<file path="src/rtl/knn_pkg.sv">
package knn_pkg;

    localparam int MaxSamples  = 256;
    localparam int MaxDims     = 16;
    localparam int MaxK        = 16;
    localparam int MaxClasses  = 15;
    localparam int FeatureBits = 16;

    localparam int SampleBits = $clog2(MaxSamples);
    localparam int DimBits    = $clog2(MaxDims);
    localparam int KBits      = $clog2(MaxK);
    localparam int StoreBits  = SampleBits + DimBits;
    localparam int DistBits   = 40;
    localparam int SumBits    = 45;
    localparam int ThrBits    = 24;

    typedef enum logic [1:0] {
        FUNC_CLEAR  = 2'd0,
        FUNC_TRAIN  = 2'd1,
        FUNC_QUERY  = 2'd2,
        FUNC_THRESH = 2'd3
    } t_func;

    typedef enum logic [2:0] {
        ERR_OK       = 3'd0,
        ERR_EMPTY    = 3'd1,
        ERR_K_LARGE  = 3'd2,
        ERR_ZERO_LAB = 3'd3,
        ERR_LENGTH   = 3'd4
    } t_err;

    localparam logic [2:0] CfgK      = 3'd0;
    localparam logic [2:0] CfgMethod = 3'd1;
    localparam logic [2:0] CfgReject = 3'd2;
    localparam logic [2:0] CfgLength = 3'd3;
    localparam logic [2:0] CfgClass  = 3'd4;

    typedef struct packed {
        logic [1:0]             func;
        logic [FeatureBits-1:0] feature_value;
        logic [3:0]             class_label;
        logic                   last_feature;
        logic [ThrBits-1:0]     threshold_value;
    } t_in;

    typedef struct packed {
        logic [3:0] predicted_label;
        logic [4:0] vote_count;
        logic [2:0] error_code;
    } t_out;

    // Job handed from the front to the back: either a finished result or a query scan.
    typedef struct packed {
        logic    scan;
        t_out    res;
        logic [SampleBits:0] count;
    } t_job;

endpackage

</file>
<file path="src/rtl/knn_front.sv">
module knn_front (
    input  logic                          i_clk,
    input  logic                          i_rst_n,
    input  logic                          i_valid,
    output logic                          o_ready,
    input  knn_pkg::t_in                  i_item,
    input  logic [4:0]                    i_vector_length,
    input  logic [4:0]                    i_neighbour_count,
    output logic                          o_job_valid,
    input  logic                          i_job_ready,
    output knn_pkg::t_job                 o_job,
    input  logic                          i_busy,
    output logic                          o_st_we,
    output logic [knn_pkg::StoreBits-1:0] o_st_addr,
    output logic [knn_pkg::FeatureBits-1:0] o_st_data,
    output logic                          o_lab_we,
    output logic [knn_pkg::SampleBits-1:0] o_lab_addr,
    output logic [3:0]                    o_lab_data,
    output logic                          o_q_we,
    output logic [knn_pkg::DimBits-1:0]   o_q_addr,
    output logic                          o_th_we,
    output logic [3:0]                    o_th_idx
);
    import knn_pkg::*;

    logic [SampleBits:0] r_count;
    logic [DimBits:0]    r_elem;
    logic                r_ovf;
    logic                keep, good, is_vec, emits;
    logic [4:0]          kk;
    logic [SampleBits:0] n_count;
    t_job                job;

    // Query features must not overwrite the buffer while a scan reads it.
    assign o_ready = i_job_ready && !(i_busy && i_item.func == FUNC_QUERY);
    wire acc = i_valid && o_ready;

    assign is_vec = i_item.func == FUNC_TRAIN || i_item.func == FUNC_QUERY;
    assign keep = {1'b0, r_elem} < 6'(MaxDims) && {1'b0, r_elem} < {1'b0, i_vector_length}
                  && (i_item.func == FUNC_QUERY || r_count < (SampleBits+1)'(MaxSamples));
    wire [DimBits:0] elem_after = keep ? r_elem + 1'b1 : r_elem;
    assign good = !(r_ovf || !keep) && {1'b0, elem_after} == {1'b0, i_vector_length};
    assign emits = is_vec && i_item.last_feature;

    assign kk = (i_neighbour_count == 5'd0) ? 5'd1 :
                (i_neighbour_count > 5'(MaxK)) ? 5'(MaxK) : i_neighbour_count;

    always_comb begin
        job = '0;
        job.count = r_count;
        if (i_item.func == FUNC_TRAIN) begin
            job.res.error_code = (good && r_count < (SampleBits+1)'(MaxSamples)) ? ERR_OK
                                                                                 : ERR_LENGTH;
        end else if (r_count == '0) begin
            job.res.error_code = ERR_EMPTY;
        end else if (!good) begin
            job.res.error_code = ERR_LENGTH;
        end else if ({4'd0, kk} > r_count) begin
            job.res.error_code = ERR_K_LARGE;
        end else begin
            job.scan = 1'b1;
        end
    end

    assign o_job       = job;
    assign o_job_valid = acc && emits;

    assign o_st_we   = acc && i_item.func == FUNC_TRAIN && keep;
    assign o_st_addr = {r_count[SampleBits-1:0], r_elem[DimBits-1:0]};
    assign o_st_data = i_item.feature_value;
    assign o_q_we    = acc && i_item.func == FUNC_QUERY && keep;
    assign o_q_addr  = r_elem[DimBits-1:0];
    assign o_lab_we  = acc && emits && i_item.func == FUNC_TRAIN && good
                       && r_count < (SampleBits+1)'(MaxSamples);
    assign o_lab_addr = r_count[SampleBits-1:0];
    assign o_lab_data = i_item.class_label;
    assign o_th_we   = acc && i_item.func == FUNC_THRESH && i_item.class_label != 4'd0;
    assign o_th_idx  = i_item.class_label - 4'd1;

    assign n_count = o_lab_we ? r_count + 1'b1 : r_count;

    always_ff @(posedge i_clk) begin
        if (!i_rst_n) begin
            r_count <= '0;
            r_elem  <= '0;
            r_ovf   <= 1'b0;
        end else if (acc) begin
            if (i_item.func == FUNC_CLEAR) begin
                r_count <= '0;
                r_elem  <= '0;
                r_ovf   <= 1'b0;
            end else if (is_vec) begin
                if (i_item.last_feature) begin
                    r_elem <= '0;
                    r_ovf  <= 1'b0;
                end else begin
                    r_elem <= elem_after;
                    r_ovf  <= r_ovf || !keep;
                end
                r_count <= n_count;
            end
        end
    end
endmodule

</file>
<file path="config.mk">
export PLATFORM = sky130hd
export DESIGN_NAME = knn_front
export DESIGN_NICKNAME = d
export VERILOG_FILES = /design/src/rtl/knn_pkg.sv /design/src/rtl/knn_front.sv
export SDC_FILE = /design/constraint.sdc
export NUM_CORES = 1
export LEC_CHECK = 0
export BUFFER_PORTS_ARGS = -buffer_cell sky130_fd_sc_hd__buf_2
export CAP_MARGIN = 20
export CORE_MARGIN = 4
export CORE_UTILIZATION = 35
export DETAILED_ROUTE_END_ITERATION = 12
export PLACE_DENSITY = 0.7
export SLEW_MARGIN = 20
export SYNTH_ARGS = -nofsm -noshare
export SYNTH_HDL_FRONTEND = slang
export SYNTH_SLANG_ARGS = --single-unit
</file>
<file path="constraint.sdc">
create_clock -name i_clk -period 4.7 [get_ports i_clk]
set_clock_uncertainty 0.1 [all_clocks]
set_input_delay 0.94 -clock i_clk [delete_from_list [all_inputs] [get_ports i_clk]]
set_output_delay 0.94 -clock i_clk [all_outputs]
set_load 0.01 [all_outputs]
</file>
==> summary.md <==
| Metric | Value |
|---|---|
| Routed len/inst | 13.6 um |
| Post-CTS sizing | 0 |
| Crit Path Category | input port to output pin |
| Critical Path RT | 3660 ps |
| DIE HEIGHT | 83.5 um |
| Gr usage total | 0.134 |
| Routed Antenna Nets | 0 |
| # rows | 27 |
| Number of instances in the placed design | 351 |
| Register bit total from synthesis | 15 |
| Routed vias/inst | 5.10 |
| Hold Path End | r_ovf |
| Register area share after synthesis | 0.150 |
| Cell Area, Synth | 2000 um^2 |
| Max Freq | 245 MHz |
| First-pass GRT wire length | 8020 um |
| RR Endpoint | r_count[6] |
| Status | completed |
| Leak | 1.04 nW |
| Post-Synth XOR/XNOR Area | 0.0395 |
| Crit. End Element | output pin |
| RSZ-0062 raised after global routing | false |
| FFs w/ async S/R, synth | 0 |
| H-tree depth | 1 |
| Total core area | 5510 um^2 |
| Layout cells sized above 1 | 0.307 |
| Port bufs | 72 |
| Sw Share | 0.371 |
| Slew margin rel. | 0.509 |
| Post-route insts no fill | 355 |
| Vias post-DR | 1812 |
| DRT Wirelength | 4840 um |
| Peak supply drop | 104 uV |
| IO Pins | 138 |
| Layout area overhead | 5.26% |
| Hold-fix buffers, CTS | 0 |
| Number of flops mapped to enable cells by yosys | 0 |
| Largest net degree at the start of global routing | 20 |
| Clock latency at the later pin of the worst-skew pair | 250 ps |
| Syn Inst Count | 258 |
| GRT Residual Overflow | 0 |
| PD cells | 196 nW/um^2 |
| Seq pwr share | 0.358 |
| Layout Nets | 364 |
| Tightest Hold Check Type | flop to flop |
| Main combinational cell family by area after synthesis | simple AND/OR/NAND/NOR gates |
| Final critical-path required period | 4070 ps |
| Max-slew violations | 0 |
| Width of the die | 83.5 um |
| YS warnings | 0 |
| Final hold vios | 0 |
| Total setup buffers inserted after CTS | 0 |
| Critical R2R Launch | r_elem[2] |
| Compound-gate portion of the synthesized area | 0.180 |
| Ys flop type | dfxtp_1 |
| Critical Path AT | 3030 ps |
| Final setup TNS | 0 ps |
| Die ar. | 6980 um^2 |
| Area after DPL | 2060 um^2 |
| Adder-Cell Fraction of Synth Area | 0.113 |
| DRT Pass-1 Iters | 4 |
| Post-Synth Simple-Gate Area | 0.271 |
| DRT iter0 DRCs | 95 |
| Hold Crit Depth | 2 |
| Initial antenna violation count | 0 |
| Unique masters post-synth | 53 |
| Proportion of synthesized area in mux cells | 0 |
| Number of diodes | 0 |
| Final Instance Area | 2100 um^2 |
| Clk sinks | 15 |
| Fill cells | 604 |
| Final setup violation count | 0 |
| Starting density of the core | 0.363 |
| Root buffer cell | clkbuf_8 |
| Type of origin of the critical path | input port |
| Clk slew on worst S/H paths | 60 ps |
| Period utilization | 0.867 |
| Post-synthesis area per instance | 7.74 um^2 |
| DP Wirelength | 3800 um |
| Clock Path Buffers | 2 |
| Max_cap viols | 0 |
| Internal power | 0.000259 W |
| Net Switching | 0.000152 W |
| Power share of the clock group | 0.265 |
| CTS tree | built |
| Vias in the first global route | 1760 |
| Post-route DRC | 0 |
| Crit path max fanout | 8 |
| Combinational share of power | 0.377 |
| Worst reg-to-reg path cell count | 7 |
| Gp weighted congestion | 0.828 |
| Flop2flop setup slack | 1980 ps |
| Hold path startpoint | r_ovf |
| CTS buffer count | 3 |
| Slew @ Worst Pin | 729 ps |
cells in the final DEF (no fill, tap or decap), drive strengths merged, types with 2 or more instances in the layout:
cell type,synthesis,final
a2111o,3,3
a21o,4,4
o211ai,2,2
clkbuf,6,4
o21bai,2,2
inv,17,17
nand2,15,15
nand2b,2,2
a21oi,4,4
nand3b,3,3
o21a,4,4
nand3,8,8
and2,2,2
dfxtp,15,15
xnor2,5,5
nor4,9,9
o311ai,2,2
a31oi,5,5
ha,18,18
nor4b,2,2
o21ai,5,5
a311oi,3,3
nand4,5,5
nor3,12,12
or3,2,2
xor2,4,4
nor2,18,18
buf,53,72
and3,5,5
conb,1,9
nor2b,8,8
registers in the layout, indices dropped and copies added (netlist names):
name and count:
r_elem 5, r_ovf 1, r_count 9
layer usage:
layer | vias up | routed length, um | GRT usage
met5 | - | 0 | 0
met3 | 8 | 435 | 0.0365
met1 | 833 | 2050 | 0.169
li1 | 901 | - | -
met2 | 70 | 2310 | 0.229
met4 | 0 | 44 | 0.0263
power groups by stage:
stage	Combinational, W	Sequential [W]	Clock, W
3_5_place_dp	0.000155	0.000150	0
6_report	0.000155	0.000147	0.000109
5_1_grt	0.000174	0.000149	0.000116
4_1_cts	0.000156	0.000147	0.000111
2_1_floorplan	0.000133	0.000150	0
3_3_place_gp	0.000153	0.000150	0
synthesized netlist by cell type, types with 4 or more instances:
cell type,number,area (um^2)
and3_1,5,31.3
dfxtp_1,15,300
xor2_1,4,35.0
inv_1,16,60.1
xnor2_1,5,43.8
a21oi_1,4,20.0
ha_1,18,225
o21ai_0,4,20.0
nand3_1,6,30.0
buf_4,53,398
a21o_1,4,30.0
nand4_1,5,31.3
nor3_1,10,50.1
nor2_1,18,67.6
nor4_1,8,50.1
nor2b_1,7,43.8
a31oi_1,4,25.0
o21a_1,4,30.0
nand2_1,15,56.3
clkbuf_1,6,22.5
final cells by class:
cell class | count | area [um^2] | area share
timing repair buffer | 72 | 360 | 0.171
sequential | 15 | 300 | 0.143
clock buffer | 4 | 45.0 | 0.0214
multi-input combinational | 174 | 1240 | 0.589
inverter | 18 | 67.6 | 0.0321
tap | 72 | 90.1 | 0.0429
worst max-delay path: stages:
cell and delay [ps]:
buf_2 90, inv_1 40, ha_1 330, a21o_1 220, a31oi_4 220, o21ba_1 220, nor4b_4 460, inv_2 80
nor3_1 250, buf_2 180
logic make-up after synthesis:
logic type / after synthesis
AND/OR/NAND/NOR: 94
buffers and inverters: 77
AO/OA/AOI/OAI: 44
adder cells (fa/ha/maj): 18
flip-flops: 15
XOR/XNOR: 9
other: 1
how the worst max path moves through the flow:
stage | from | to | slack, ps | cells past startpoint
floorplan | i_vector_length[2] | o_lab_we | 1080 | 8
global placement | i_vector_length[2] | o_lab_we | 620 | 10
detailed placement | i_vector_length[4] | o_lab_we | 630 | 9
CTS | i_vector_length[4] | o_lab_we | 620 | 9
global route | i_vector_length[4] | o_lab_we | 470 | 9
finish | i_vector_length[2] | o_lab_we | 630 | 10
stage by stage:
stage	setup WS, ps	hold slack [ps]	total power [W]	util
after global placement	620	366	0.000303	0.374
final	626	386	0.000411	0.382
after detailed placement	628	379	0.000305	0.374
after global routing	474	426	0.000440	0.382
after CTS	621	386	0.000414	0.382
after floorplan	1080	348	0.000283	-
No activity file was read; power rests on OpenSTA's default activity.
